==> config.mk <==
export PLATFORM = sky130hd
export DESIGN_NAME = image_mean_square_error_top_flat
export DESIGN_NICKNAME = d
export VERILOG_FILES = /design/src/design/imse_pkg.sv /design/src/design/imse_req_if.sv /design/src/design/imse_rsp_if.sv /design/src/design/imse_ctrl.sv /design/src/design/imse_dpath.sv /design/src/design/image_mean_square_error_top.sv /design/src/flat_wrapper.sv
export SDC_FILE = /design/constraint.sdc
export NUM_CORES = 1
export LEC_CHECK = 0
export ABC_AREA = 1
export BUFFER_PORTS_ARGS = -buffer_cell sky130_fd_sc_hd__buf_2
export CORE_MARGIN = 1
export CORE_UTILIZATION = 27
export DETAILED_ROUTE_END_ITERATION = 6
export GPL_TIMING_DRIVEN = 1
export RECOVER_POWER = 25
export SYNTH_ARGS = -nofsm -noshare
export SYNTH_HDL_FRONTEND = slang
export SYNTH_HIERARCHICAL = 1
export SYNTH_SLANG_ARGS = --single-unit
export TNS_END_PERCENT = 10
==> constraint.sdc <==
create_clock -name clock -period 8.28 [get_ports clock]
set_input_delay 2.07 -clock clock [delete_from_list [all_inputs] [get_ports clock]]
set_output_delay 2.07 -clock clock [all_outputs]
set_load 0.01 [all_outputs]
==> src/design/imse_pkg.sv <==
`default_nettype none
// ----------------------------------------------------------------------------
// imse_pkg
// Shared widths, command/status types and controller states for the image
// mean square error block.
// ----------------------------------------------------------------------------
package imse_pkg;

   localparam int PIXEL_BITS      = 8;
   localparam int MAX_PIXELS_LOG2 = 20;

   // Field widths of the transactions
   localparam int PIX_W = 8;
   localparam int MSE_W = 16;

   // Accumulator widths: the count can reach 2^MAX_PIXELS_LOG2 itself
   localparam int SQUARE_W = 2 * PIXEL_BITS;
   localparam int COUNT_W  = MAX_PIXELS_LOG2 + 1;
   localparam int SUM_W    = SQUARE_W + MAX_PIXELS_LOG2;
   localparam int STEP_W   = $clog2(SUM_W);

   typedef enum logic [1:0] {
      ST_ACCUM,
      ST_DIV_INIT,
      ST_DIVIDE,
      ST_FINISH
   } imse_state_type;

   typedef struct packed {
      logic accum_en;
      logic div_init;
      logic div_step;
      logic result_load;
   } imse_cmd_type;

   typedef struct packed {
      logic div_last;
      logic out_free;
   } imse_status_type;

endpackage

`default_nettype wire

==> src/design/imse_req_if.sv <==
`default_nettype none
// ----------------------------------------------------------------------------
// imse_req_if
// Pixel pair channel: valid/ready handshake with one pixel pair per
// transaction.
// ----------------------------------------------------------------------------
interface imse_req_if;
   import imse_pkg::*;

   logic             valid;
   logic             ready;
   logic [PIX_W-1:0] pixel_orig;
   logic [PIX_W-1:0] pixel_recon;
   logic             last_pixel;

   modport source (output valid, output pixel_orig, output pixel_recon,
                   output last_pixel, input ready);
   modport sink   (input valid, input pixel_orig, input pixel_recon,
                   input last_pixel, output ready);
endinterface

`default_nettype wire

==> src/design/imse_rsp_if.sv <==
`default_nettype none
// ----------------------------------------------------------------------------
// imse_rsp_if
// Result channel: valid/ready handshake carrying one mean square error per
// transaction.
// ----------------------------------------------------------------------------
interface imse_rsp_if;
   import imse_pkg::*;

   logic             valid;
   logic             ready;
   logic [MSE_W-1:0] mse;
   logic             overflow;

   modport source (output valid, output mse, output overflow, input ready);
   modport sink   (input valid, input mse, input overflow, output ready);
endinterface

`default_nettype wire

==> src/design/imse_ctrl.sv <==
`default_nettype none
// ----------------------------------------------------------------------------
// imse_ctrl
// Controller: accumulate pixel pairs, run the serial divider on the last
// pair, then hand the result to the output register.
// ----------------------------------------------------------------------------
module imse_ctrl (
   input  wire                        clock,
   input  wire                        reset,
   input  wire                        req_valid,
   input  wire                        req_last,
   output logic                       req_ready,
   input  imse_pkg::imse_status_type  status,
   output imse_pkg::imse_cmd_type     cmd
);
   import imse_pkg::*;

   imse_state_type state_ff;
   imse_state_type state_in;

   always_ff @(posedge clock) begin
      if (reset) begin
         state_ff <= ST_ACCUM;
      end else begin
         state_ff <= state_in;
      end
   end

   always_comb begin
      state_in = state_ff;
      req_ready = 1'b0;
      cmd = '0;
      case (state_ff)
         ST_ACCUM: begin
            req_ready = 1'b1;
            if (req_valid) begin
               cmd.accum_en = 1'b1;
               if (req_last) begin
                  state_in = ST_DIV_INIT;
               end
            end
         end
         ST_DIV_INIT: begin
            cmd.div_init = 1'b1;
            state_in = ST_DIVIDE;
         end
         ST_DIVIDE: begin
            cmd.div_step = 1'b1;
            if (status.div_last) begin
               state_in = ST_FINISH;
            end
         end
         ST_FINISH: begin
            // wait until the output register can take the result
            if (status.out_free) begin
               cmd.result_load = 1'b1;
               state_in = ST_ACCUM;
            end
         end
         default: begin
            state_in = ST_ACCUM;
         end
      endcase
   end

endmodule

`default_nettype wire

==> src/design/imse_dpath.sv <==
`default_nettype none
// ----------------------------------------------------------------------------
// imse_dpath
// Datapath: squared difference accumulator, pixel counter, restoring
// divider (one quotient bit per cycle) and the result register.
// ----------------------------------------------------------------------------
module imse_dpath (
   input  wire                                 clock,
   input  wire                                 reset,
   input  wire  [imse_pkg::PIX_W-1:0]          req_pixel_orig,
   input  wire  [imse_pkg::PIX_W-1:0]          req_pixel_recon,
   input  imse_pkg::imse_cmd_type              cmd,
   output imse_pkg::imse_status_type           status,
   input  wire                                 rsp_ready,
   output logic                                rsp_valid,
   output logic [imse_pkg::MSE_W-1:0]          rsp_mse,
   output logic                                rsp_overflow
);
   import imse_pkg::*;

   logic [PIXEL_BITS-1:0] pix_a;
   logic [PIXEL_BITS-1:0] pix_b;
   logic [PIXEL_BITS-1:0] diff;
   logic [SQUARE_W-1:0]   square;
   logic                  count_full;

   logic [SUM_W-1:0]   sum_ff;
   logic [COUNT_W-1:0] count_ff;
   logic               ovf_ff;

   logic [SUM_W-1:0]   quo_ff;
   logic [COUNT_W-1:0] rem_ff;
   logic [STEP_W-1:0]  step_ff;
   logic [COUNT_W:0]   rem_shift;
   logic [COUNT_W:0]   rem_trial;
   logic               quo_bit;
   logic [MSE_W-1:0]   mse_sat;

   logic               rsp_valid_ff;
   logic [MSE_W-1:0]   mse_ff;
   logic               overflow_ff;

   assign pix_a = req_pixel_orig[PIXEL_BITS-1:0];
   assign pix_b = req_pixel_recon[PIXEL_BITS-1:0];
   assign diff = (pix_a >= pix_b) ? (pix_a - pix_b) : (pix_b - pix_a);
   assign square = SQUARE_W'(diff) * SQUARE_W'(diff);
   assign count_full = count_ff[MAX_PIXELS_LOG2];

   // Accumulators; cleared when the result of the image is loaded into the output register
   always_ff @(posedge clock) begin
      if (reset || cmd.result_load) begin
         sum_ff <= '0;
         count_ff <= '0;
         ovf_ff <= 1'b0;
      end else if (cmd.accum_en) begin
         if (count_full) begin
            ovf_ff <= 1'b1;
         end else begin
            sum_ff <= sum_ff + SUM_W'(square);
            count_ff <= count_ff + COUNT_W'(1);
         end
      end
   end

   // Restoring division of sum_ff by count_ff, MSB first
   assign rem_shift = {rem_ff, quo_ff[SUM_W-1]};
   assign rem_trial = rem_shift - {1'b0, count_ff};
   assign quo_bit = (rem_shift >= {1'b0, count_ff});

   always_ff @(posedge clock) begin
      if (cmd.div_init) begin
         quo_ff <= sum_ff;
         rem_ff <= '0;
         step_ff <= '0;
      end else if (cmd.div_step) begin
         quo_ff <= {quo_ff[SUM_W-2:0], quo_bit};
         rem_ff <= quo_bit ? rem_trial[COUNT_W-1:0] : rem_shift[COUNT_W-1:0];
         step_ff <= step_ff + STEP_W'(1);
      end
   end

   assign mse_sat = (|quo_ff[SUM_W-1:MSE_W]) ? {MSE_W{1'b1}} : quo_ff[MSE_W-1:0];

   always_ff @(posedge clock) begin
      if (reset) begin
         rsp_valid_ff <= 1'b0;
      end else if (cmd.result_load) begin
         rsp_valid_ff <= 1'b1;
      end else if (rsp_ready) begin
         rsp_valid_ff <= 1'b0;
      end
   end

   always_ff @(posedge clock) begin
      if (cmd.result_load) begin
         mse_ff <= mse_sat;
         overflow_ff <= ovf_ff;
      end
   end

   assign status.div_last = (step_ff == STEP_W'(SUM_W - 1));
   assign status.out_free = !rsp_valid_ff || rsp_ready;

   assign rsp_valid = rsp_valid_ff;
   assign rsp_mse = mse_ff;
   assign rsp_overflow = overflow_ff;

endmodule

`default_nettype wire

==> src/design/image_mean_square_error_top.sv <==
`default_nettype none
// ----------------------------------------------------------------------------
// image_mean_square_error_top
// Streams co-located pixel pairs of two images and returns the mean square
// error on the pair marked last.
// ----------------------------------------------------------------------------
// Pixel pairs are taken one per clock cycle while an image is being summed.
// The pair marked last is summed too and starts a restoring divider that
// produces one quotient bit per cycle over the 36-bit sum. No pair is taken
// while the controller is in ST_DIV_INIT, ST_DIVIDE or ST_FINISH; the result
// is loaded into the output register once ST_FINISH finds it free, and the
// next image's first pair can be accepted in the cycle after. A result that
// is still waiting in the output register does not stop the next image from
// being summed; only the next result load waits for it. Images of more than
// 2^20 pairs keep the mean over the first 2^20 and flag overflow.
module image_mean_square_error_top (
   input wire           clock,
   input wire           reset,
   imse_req_if.sink     req_if,
   imse_rsp_if.source   rsp_if
);
   import imse_pkg::*;

   imse_cmd_type    cmd;
   imse_status_type status;

   imse_ctrl u_ctrl (
      .clock     (clock),
      .reset     (reset),
      .req_valid (req_if.valid),
      .req_last  (req_if.last_pixel),
      .req_ready (req_if.ready),
      .status    (status),
      .cmd       (cmd)
   );

   imse_dpath u_dpath (
      .clock           (clock),
      .reset           (reset),
      .req_pixel_orig  (req_if.pixel_orig),
      .req_pixel_recon (req_if.pixel_recon),
      .cmd             (cmd),
      .status          (status),
      .rsp_ready       (rsp_if.ready),
      .rsp_valid       (rsp_if.valid),
      .rsp_mse         (rsp_if.mse),
      .rsp_overflow    (rsp_if.overflow)
   );

endmodule

`default_nettype wire
==> src/flat_wrapper.sv <==
// flat-port wrapper written by rule: the top's interface ports become plain ports
module image_mean_square_error_top_flat import imse_pkg::*;
  (clock, reset, req_if_valid, req_if_pixel_orig, req_if_pixel_recon, req_if_last_pixel, req_if_ready, rsp_if_valid, rsp_if_mse, rsp_if_overflow, rsp_if_ready);
  imse_req_if req_if_i ();
  imse_rsp_if rsp_if_i ();
  input wire clock;
  input wire reset;
  input wire logic [$bits(req_if_i.valid)-1:0] req_if_valid;
  input wire logic [$bits(req_if_i.pixel_orig)-1:0] req_if_pixel_orig;
  input wire logic [$bits(req_if_i.pixel_recon)-1:0] req_if_pixel_recon;
  input wire logic [$bits(req_if_i.last_pixel)-1:0] req_if_last_pixel;
  output wire logic [$bits(req_if_i.ready)-1:0] req_if_ready;
  output wire logic [$bits(rsp_if_i.valid)-1:0] rsp_if_valid;
  output wire logic [$bits(rsp_if_i.mse)-1:0] rsp_if_mse;
  output wire logic [$bits(rsp_if_i.overflow)-1:0] rsp_if_overflow;
  input wire logic [$bits(rsp_if_i.ready)-1:0] rsp_if_ready;
  assign req_if_i.valid = req_if_valid;
  assign req_if_i.pixel_orig = req_if_pixel_orig;
  assign req_if_i.pixel_recon = req_if_pixel_recon;
  assign req_if_i.last_pixel = req_if_last_pixel;
  assign req_if_ready = req_if_i.ready;
  assign rsp_if_valid = rsp_if_i.valid;
  assign rsp_if_mse = rsp_if_i.mse;
  assign rsp_if_overflow = rsp_if_i.overflow;
  assign rsp_if_i.ready = rsp_if_ready;
  image_mean_square_error_top u_core (.clock(clock), .reset(reset), .req_if(req_if_i), .rsp_if(rsp_if_i));
endmodule
==> flow_summary.yaml, run 1 <==
synthesis:
  synth.ff_latch_count: 141
  synth_top_family_by_area: "simple AND/OR/NAND/NOR gates"
  synth_simple_gate_area_share_pct: 30.45
  synth.area.mux_share_pct: 0
  area_share_of_the_leading_cell_type_in_the_synthesized_netlist_pct: 15.87
  synth_async_sr_flop_share_pct: 0
  yosys_warnings: 6
  netlist_top_cells_area: "dfxtp_1, edfxtp_1, nand2_1, inv_1, ha_1"
  synthAdderAreaFrac_pct: 16.82
  yosys-top-cells-count: "nand2_1, inv_1, nor2_1"
  syn-num-nets: 1736
  avgSynthCellArea_um2: 6.976
  synth_xor_xnor_area_share_pct: 2.210
  post-synth-top-count-cell: "nand2_1"
  synthCells: 1591
  synthFlopType: "dfxtp_1"
  synth_compound_gate_area_share_pct: 7.858
  synth.lib_cells_used.distinct: 45
  syn_area_mm2: 0.01110
  netlist.top_cell.by_area: "dfxtp_1"
  synth_edf_count: 53
  synth_sequential_area_ratio_pct: 30.21
min_path:
  timing.hold.worst_path_depth: 0
  min_to: "u_core/u_dpath/rsp_overflow"
  worst_min_delay_path_startpoint: "u_core/u_dpath/ovf_ff"
  min_path_type: "reg2reg"
critical_path:
  cp_slowest_cell: "fa_1"
  worst_path_dominant_cell_family: "adder cells"
  critPathMostFrequentCell: "nand2_1"
  worstPathRequired_ns: 8.60
  timing.reg2reg.setup_slack_ns: 3.53
  max_stage_delay_ns: 0.55
  timing.critical_path.to_type: "flip-flop"
  timing.critical_path.fanout_max: 10
  critical_path_arrival_ns: 7.76
  type_of_the_setup_path_with_the_least_slack: "in2reg"
  setup.worst_path.start_class: "input pin"
  worst-r2r-cell-count: 7
  critical_r2r_capture: "u_core/u_dpath/quo_ff[13]"
  rr_startpoint: "u_core/u_ctrl/state_ff[1]"
  timing.critical_path.buf_inv: 7
finish:
  layout_cells_sized_above_1_pct: 7.344
  fillCellCount: 4293
  final_core_utilization_pct: 30.85
  antennaDiodeCount: 0
  nets: 1766
  total_area_of_sequential_cells_mm2: 0.003353
  area_taken_by_multi_input_logic_gates_mm2: 0.006344
  area_growth_syn_to_layout_pct: 11.44
global_route:
  grt_overflow_total: 0
  groute.usage.overall_pct: 13.13
  grt_antenna_before_repair: 0
  first_global_vias: 9587
  grt_first_pass_wirelength_mm: 44.75
  grt_max_degree: 46
floorplan:
  initial_utilization_pct: 27.68
  die_w_um: 204.7
  total_die_area_mm2: 0.04192
  chipHeight_um: 204.7
  placeableCoreArea_mm2: 0.04010
  num_rows: 73
  top_level_ports: 40
drt:
  wire_per_inst_um: 12.17
  route.detailed.vias_per_inst: 4.472
  drt_iter0_drc: 600
  number_of_remaining_drc_errors: 0
  antenna_left: 0
  via_count: 9655
  total_routed_length_mm: 26.27
  drt_first_pass_iters: 5
clock_tree:
  worstSkewPairLatency_ns: 0.43
  cts_setup_buffers: 0
  cts_tree: "yes"
  cts.path.max_buffers: 2
  post_cts_resize_count: 0
  clock_sink_count: 141
  cts.clk_slew.worst_paths_ns: 0.07
  h-tree-depth: 4
  ctsHoldBuffers: 0
  clock-root-buffer: "clkbuf_16"
  num_cts_buffers: 17
run:
  maxCapViolCount: 4
sta:
  tightestPinTransition_ns: 2.576
  rsz0062_at_grt: "no"
  clock_period_minus_final_worst_setup_slack_ns: 7.440
  fin_setup_tns_ns: 0
  setup_viol: 0
  timing.slew.headroom_pct: -71.75
  timing.clock.skew_ns: 0.01526
  finalMaxSlewViolations: 132
  timing.fmax_mhz: 134.4
  timing.final.hold_violations: 0
  final.period_utilization_pct: 89.86
outcome:
  violations: "capacitance limit, slew limit"
  status: "complete, but fails checks"
place:
  place.detailed.hpwl_mm: 20.34
  port_buffers: 39
  routabilityCongestion: 0.8974
-- through the flow --
| stage | cell area (um^2) | worst slack (ns) | hold WS [ns] | cells |
|---|---|---|---|---|
| floorplan | 11100 | 1.106 | 0.4030 | 1591 |
| global placement | 11820 | 0.6084 | 0.4160 | 2127 |
| detailed placement | 11820 | 0.4395 | 0.4173 | 2127 |
| CTS | 12400 | 0.8800 | 0.4346 | 2159 |
| global route | 12370 | 0.4328 | 0.4552 | 2159 |
| finish | 12370 | 0.8398 | 0.4384 | 2159 |
-- registers in the layout (all words and copies together), names as in the netlist --
name	flops
u_core/u_dpath/rsp_overflow	1
u_core/u_dpath/quo_ff	36
u_core/u_dpath/rem_ff	21
u_core/u_dpath/rsp_mse	16
u_core/u_ctrl/state_ff	2
u_core/u_dpath/sum_ff	36
u_core/u_dpath/count_ff	21
u_core/u_dpath/step_ff	6
u_core/u_dpath/ovf_ff	1
u_core/u_dpath/rsp_valid	1
-- logic make-up after synthesis --
group                      after synthesis
buffers and inverters                  355
AOI/OAI and AO/OA                      165
DFF                                    141
adders and majority gates              124
and+or+nand+nor                        778
xor gates and xnor gates                28
-- worst reg2reg max path, delay by kind of cell, from the launching register on --
kind                     cells  cell delay [ns]
adder cells (fa/ha/maj)      1             0.15
buffers and inverters        5             3.72
flip-flops                   1             0.34
AND/OR/NAND/NOR              1             0.06
-- routing by layer --
layer,vias up,global-route usage [%],routed length [um]
met3,36,2.132,892
met5,-,0,0
met2,158,22.56,12400
met4,0,4.744,547
li1,5035,-,-
met1,4426,16.43,12430
-- worst max-delay path by stage --
stage | from | slack [ns] | end | cells after the start
after floorplan | req_if_pixel_orig[0] | 1.11 | u_core/u_dpath/sum_ff[22] | 29
after global placement | req_if_pixel_orig[0] | 0.61 | u_core/u_dpath/sum_ff[22] | 30
after detailed placement | req_if_pixel_orig[0] | 0.44 | u_core/u_dpath/sum_ff[22] | 30
after CTS | req_if_pixel_orig[0] | 0.88 | u_core/u_dpath/sum_ff[22] | 30
after global routing | req_if_pixel_orig[0] | 0.43 | u_core/u_dpath/sum_ff[22] | 30
final | req_if_pixel_orig[0] | 0.84 | u_core/u_dpath/sum_ff[22] | 30
-- layout make-up --
class                      instances  share of cell area [%]
clock inverter                    14                   1.184
clock buffer                      18                   3.551
timing repair buffer              43                   1.730
tap                              525                   5.311
multi-input combinational       1095                   51.29
inverter                         323                   9.823
sequential                       141                   27.11
-- cell usage in the layout, fill, tap and decap left out, types with 7 or more instances in the layout --
| cell | instances |
|---|---|
| a21oi_1 | 69 |
| xor2_1 | 18 |
| xnor2_1 | 10 |
| nor3_1 | 26 |
| inv_2 | 7 |
| nand2_1 | 415 |
| o21ai_0 | 68 |
| nor4_1 | 11 |
| nand3b_1 | 13 |
| o21ai_1 | 11 |
| fa_1 | 42 |
| nand4_1 | 13 |
| dfxtp_1 | 88 |
| buf_2 | 39 |
| nor2_1 | 150 |
| clkbuf_16 | 17 |
| edfxtp_1 | 53 |
| nand2_2 | 13 |
| nand3_1 | 111 |
| inv_1 | 314 |
| nor2_2 | 10 |
| ha_1 | 82 |
Power of run 1 is not shown: default switching activity piles up to over one toggle a cycle in this logic, so the estimate is an artifact.
==> inputs of run 2 (changes only) <==
Settings changed: ABC_CLOCK_PERIOD_IN_PS set to 8280, CTS_BUF_LIST set to sky130_fd_sc_hd__clkbuf_16.
==> flow_summary.yaml, run 2 (synthesized netlist as in run 1, its figures left out) <==
finish:
  finalInstanceArea_mm2: 0.01236
  final_cell_mix: "nand2_1, inv_1, nor2_1, nand3_1, dfxtp_1"
  area_growth_syn_to_layout_pct: 11.35
  final_common_cell: "nand2_1"
  nets: 1766
  reg.largest.list: "u_core/u_dpath/quo_ff: 36 flops, u_core/u_dpath/sum_ff: 36 flops"
  layout_cells_sized_above_1_pct: 7.283
  antennaDiodeCount: 0
clock_tree:
  cts.path.max_buffers: 2
  num_cts_buffers: 17
  h-tree-depth: 4
  cts_tree: "yes"
  clock_sink_count: 141
  ctsHoldBuffers: 0
  clock-root-buffer: "clkbuf_16"
  cts.clk_slew.worst_paths_ns: 0.07
  post_cts_resize_count: 0
  worstSkewPairLatency_ns: 0.43
  cts_setup_buffers: 0
floorplan:
  total_die_area_mm2: 0.04192
  placeableCoreArea_mm2: 0.04010
  chipHeight_um: 204.7
  die_w_um: 204.7
  top_level_ports: 40
  initial_utilization_pct: 27.68
  num_rows: 73
sta:
  tightestPinTransition_ns: 2.566
  hold-worst-slack_ns: 0.4387
  timing.final.hold_violations: 0
  fin_setup_tns_ns: 0
  rsz0062_at_grt: "no"
  clock_period_minus_final_worst_setup_slack_ns: 7.430
  timing.slew.headroom_pct: -71.09
  final.period_utilization_pct: 89.74
  timing.fmax_mhz: 134.6
  finalMaxSlewViolations: 132
  setup_viol: 0
  timing.clock.skew_ns: 0.01530
place:
  routabilityCongestion: 0.8974
  place.detailed.hpwl_mm: 20.34
  port_buffers: 39
  place_area_mm2: 0.01182
drt:
  antenna_left: 0
  via_count: 9715
  wire_per_inst_um: 12.15
  drt_iter0_drc: 646
  number_of_remaining_drc_errors: 0
  total_routed_length_mm: 26.23
  route.detailed.vias_per_inst: 4.500
  drt_first_pass_iters: 5
global_route:
  grt_max_degree: 46
  grt_overflow_total: 0
  groute.usage.overall_pct: 13.15
  first_global_vias: 9588
  grt_first_pass_wirelength_mm: 44.83
  grt_antenna_before_repair: 0
critical_path:
  cp_slowest_cell: "fa_1"
  worst_path_dominant_cell_family: "adder cells"
  timing.critical_path.fanout_max: 10
  rr_startpoint: "u_core/u_ctrl/state_ff[1]"
  max_stage_delay_ns: 0.55
  setup.worst_path.start_class: "input pin"
  timing.critical_path.buf_inv: 7
  critPathMostFrequentCell: "nand2_1"
  worstSetupStartpoint: "req_if_pixel_orig[0]"
  worstPathRequired_ns: 8.60
  critical_path_arrival_ns: 7.75
  timing.critical_path.to_type: "flip-flop"
  type_of_the_setup_path_with_the_least_slack: "in2reg"
run:
  maxCapViolCount: 4
outcome:
  status: "complete, but fails checks"
  violations: "capacitance limit, slew limit"
min_path:
  min_path_type: "reg2reg"
  worst_min_delay_path_startpoint: "u_core/u_dpath/ovf_ff"
run 2: cell count changes in the layout (fill, tap and decap cells not counted):
cell	previous run	this run
clkbuf_8	1	0
clkinv_1	1	2
run 2: through the flow:
step / setup slack [ns] / std cells / utilization [%]
global placement: 0.6084 / 2127 / 29.48
detailed placement: 0.4395 / 2127 / 29.48
CTS: 0.8782 / 2159 / 30.91
floorplan: 1.106 / 1591 / -
finish: 0.8496 / 2159 / 30.82
global route: 0.4300 / 2159 / 30.82
run 2: worst reg2reg max path, stage by stage, from the launching register on:
cell	delay (ns)
dfxtp_1	0.34
inv_1	0.11
ha_1	0.15
clkbuf_1	1.23
nor2_1	0.06
clkbuf_1	0.35
inv_1	0.19
clkbuf_1	1.83
run 2: layer usage:
metal	track usage (%)	routed length (um)
met1	16.54	12410
met2	22.49	12350
met4	5.064	657
met3	1.941	817
met5	0	0
run 2: final timing paths:
| kind | end | slack [ns] | depth (start not counted) |
|---|---|---|---|
| worst max register to register | u_core/u_dpath/quo_ff[13] | 3.54 | 7 |
| worst min register to register | u_core/u_dpath/rsp_overflow | 0.44 | 0 |
| worst min-delay path | u_core/u_dpath/rsp_overflow | 0.44 | 0 |
| worst max-delay path | u_core/u_dpath/sum_ff[22] | 0.85 | 30 |
run 2: area by class of cell:
type,instances,area [um^2]
well taps,525,656.9
inverters,323,1215
repair buffers,43,214.0
multi-input cells,1095,6344
flip-flops and latches,141,3353
clock buffers,17,425.4
clock inverters,15,150.1
fillers,4291,27740
Power of run 2 is left out for the same reason.
==> inputs of run 3 (changes only) <==
Settings changed: ABC_AREA 1 to unset.
==> flow_summary.yaml, run 3 <==
outcome:
  status: "complete, but fails checks"
  violations: "capacitance limit, slew limit"
synthesis:
  synth_edf_count: 53
  synthCells: 1102
  yosys_warnings: 6
  syn_area_mm2: 0.01010
  synthFlopType: "dfxtp_1"
  synth.ff_latch_count: 141
  netlist_top_cells_area: "dfxtp_1, edfxtp_1, ha_1, fa_1, inv_1"
  synth_sequential_area_ratio_pct: 33.20
  netlist.top_cell.by_area: "dfxtp_1"
  area_share_of_the_leading_cell_type_in_the_synthesized_netlist_pct: 17.44
  synth_async_sr_flop_share_pct: 0
  post-synth-top-count-cell: "inv_1"
  yosys-top-cells-count: "inv_1, nor2_1, dfxtp_1"
  synth.lib_cells_used.distinct: 84
  avgSynthCellArea_um2: 9.166
  syn-num-nets: 1247
critical_path:
  timing.critical_path.fanout_max: 6
  rr_startpoint: "u_core/u_dpath/sum_ff[4]"
  worstPathRequired_ns: 8.58
  setup.worst_path.start_class: "input pin"
  timing.critical_path.to_type: "flip-flop"
  worst-r2r-cell-count: 18
  timing.reg2reg.setup_slack_ns: 3.62
  worstSetupStartpoint: "req_if_pixel_orig[0]"
  worstSetupEndpoint: "u_core/u_dpath/sum_ff[31]"
  max_stage_delay_ns: 0.54
  cp_slowest_cell: "fa_1"
  type_of_the_setup_path_with_the_least_slack: "in2reg"
  critical_path_arrival_ns: 8.46
  critical_r2r_capture: "u_core/u_dpath/sum_ff[31]"
floorplan:
  total_die_area_mm2: 0.03819
  initial_utilization_pct: 27.52
  die_w_um: 195.4
  top_level_ports: 40
  chipHeight_um: 195.4
  placeableCoreArea_mm2: 0.03670
  num_rows: 70
sta:
  timing.fmax_mhz: 122.6
  finalMaxSlewViolations: 61
  tightestPinTransition_ns: 3.331
  timing.final.hold_violations: 0
  fin_setup_tns_ns: 0
  hold-worst-slack_ns: 0.4531
  setup_viol: 0
  postLayoutSetupSlackWorst_ns: 0.1237
  final.period_utilization_pct: 98.51
  clock_period_minus_final_worst_setup_slack_ns: 8.156
  rsz0062_at_grt: "yes"
  timing.slew.headroom_pct: -122.1
  timing.clock.skew_ns: 0.009637
clock_tree:
  h-tree-depth: 4
  num_cts_buffers: 17
  cts_tree: "yes"
  clock-root-buffer: "clkbuf_16"
  clock_sink_count: 141
  worstSkewPairLatency_ns: 0.42
  cts.path.max_buffers: 2
  ctsHoldBuffers: 0
  cts.clk_slew.worst_paths_ns: 0.06
place:
  place_area_mm2: 0.01134
  routabilityCongestion: 0.8274
  dp.cells: 1654
  place.detailed.hpwl_mm: 17.25
  port_buffers: 39
  detailedPlace.worstSlack_ns: -0.5265
pwr:
  combPwrFrac_pct: 69.8
  power.clock.fraction_pct: 11.5
  netSwitchingFraction_pct: 43.27
  power_mw: 5.694
  cell_internal_pwr_mw: 3.230
  seqPwrFrac_pct: 18.7
  max-vdd-ir-drop_v: 0.0004709
  static_power_due_to_leakage_nw: 4.973
  power.density_mw_per_mm2: 466.0
  power.net_switching_mw: 2.464
finish:
  number_of_standard_cells_in_the_final_layout_excluding_fillers: 1698
  nets: 1362
  layout_cells_sized_above_1_pct: 21.22
  final_common_cell: "inv_1"
  area_growth_syn_to_layout_pct: 20.97
  finalInstanceArea_mm2: 0.01222
  reg.largest.list: "u_core/u_dpath/quo_ff: 36 flops, u_core/u_dpath/sum_ff: 36 flops"
  final_cell_mix: "inv_1, nor2_1, dfxtp_1, nand2_1, buf_4"
  final_core_utilization_pct: 33.30
  antennaDiodeCount: 0
global_route:
  first_global_vias: 8127
  groute.usage.overall_pct: 12.72
  grt_max_degree: 61
  grt_overflow_total: 0
  grt_antenna_before_repair: 0
  grt_first_pass_wirelength_mm: 39.74
drt:
  number_of_remaining_drc_errors: 0
  drt_iter0_drc: 559
  total_routed_length_mm: 23.80
  route.detailed.vias_per_inst: 4.786
  drt_first_pass_iters: 7
  wire_per_inst_um: 14.01
  antenna_left: 0
  via_count: 8127
min_path:
  worst_min_delay_path_startpoint: "u_core/u_dpath/ovf_ff"
  min_path_type: "reg2reg"
run:
  maxCapViolCount: 1
## run 3: cell count changes after synthesis, moves of 12 or more
cell	delta
xnor2_1	+39
a31oi_1	+16
nand2_1	-332
o21ai_0	-47
nand3_1	-90
inv_1	-173
or3_1	+21
mux2_2	+35
nand2_2	-12
nor2_1	-37
nor2b_1	+13
a21o_1	+13
a211oi_1	+21
## run 3: final cells by class
cell class	instances	area, um^2
Multi-Input combinational cell	788	6365
Sequential cell	141	3353
Clock inverter	15	71.32
Clock buffer	17	425.4
Timing Repair Buffer	127	880.8
Tap cell	468	585.6
Fill cell	3727	24480
Inverter	142	538.0
## run 3: worst min-delay path by stage
stage | slack [ns] | depth (start not counted) | to
after floorplan | 0.41 | 0 | u_core/u_dpath/rsp_overflow
after detailed placement | 0.44 | 0 | u_core/u_dpath/rsp_overflow
after global placement | 0.42 | 0 | u_core/u_dpath/rsp_overflow
after CTS | 0.45 | 0 | u_core/u_dpath/rsp_overflow
after global routing | 0.47 | 0 | u_core/u_dpath/rsp_overflow
final | 0.45 | 0 | u_core/u_dpath/rsp_overflow
## run 3: repair_timing
| action | CTS | global route |
|---|---|---|
| gates cloned | 0 | 1 |
| resized for setup | 2 | 75 |
| buffers inserted | 0 | 11 |
| setup endpoints to repair | 13 | 26 |
| pin swaps | 2 | 46 |
| endpoints found under the hold margin | 0 | 0 |
## run 3: per-layer routing
metal / vias up / GRT usage [%] / share of wire, %
met2: 108 / 21.79 / 48
met5: - / 0 / 0
met1: 3936 / 16.62 / 48
met4: 0 / 3.675 / 1.3
li1: 4063 / - / -
met3: 20 / 1.693 / 2.5
## run 3: power by group through the flow
stage	Combinational [mW]	Clock, mW	Sequential (mW)
after floorplan	2.60	0	1.03
after global placement	3.59	0	1.07
after detailed placement	3.63	0	1.08
after CTS	3.69	0.675	1.06
after global routing	4.54	0.700	1.09
final	3.97	0.657	1.06
## run 3: worst max-delay path: cells and delay by family
kind	cells	cell delay, ns
adder cells (fa/ha/maj)	7	2.78
AND/OR/NAND/NOR	3	0.46
buffers and inverters	8	0.71
AO/OA/AOI/OAI	12	2.44
## run 3: cells by family after synthesis
family,after synthesis,share of synthesized area (%)
muxes,44,4.794
DFF,141,33.20
AOI/OAI and AO/OA,209,14.27
adders and majority gates,124,18.48
buffers and inverters,173,6.726
and+or+nand+nor,347,16.98
xor gates and xnor gates,64,5.549
No activity file was read; power rests on OpenSTA's default activity.
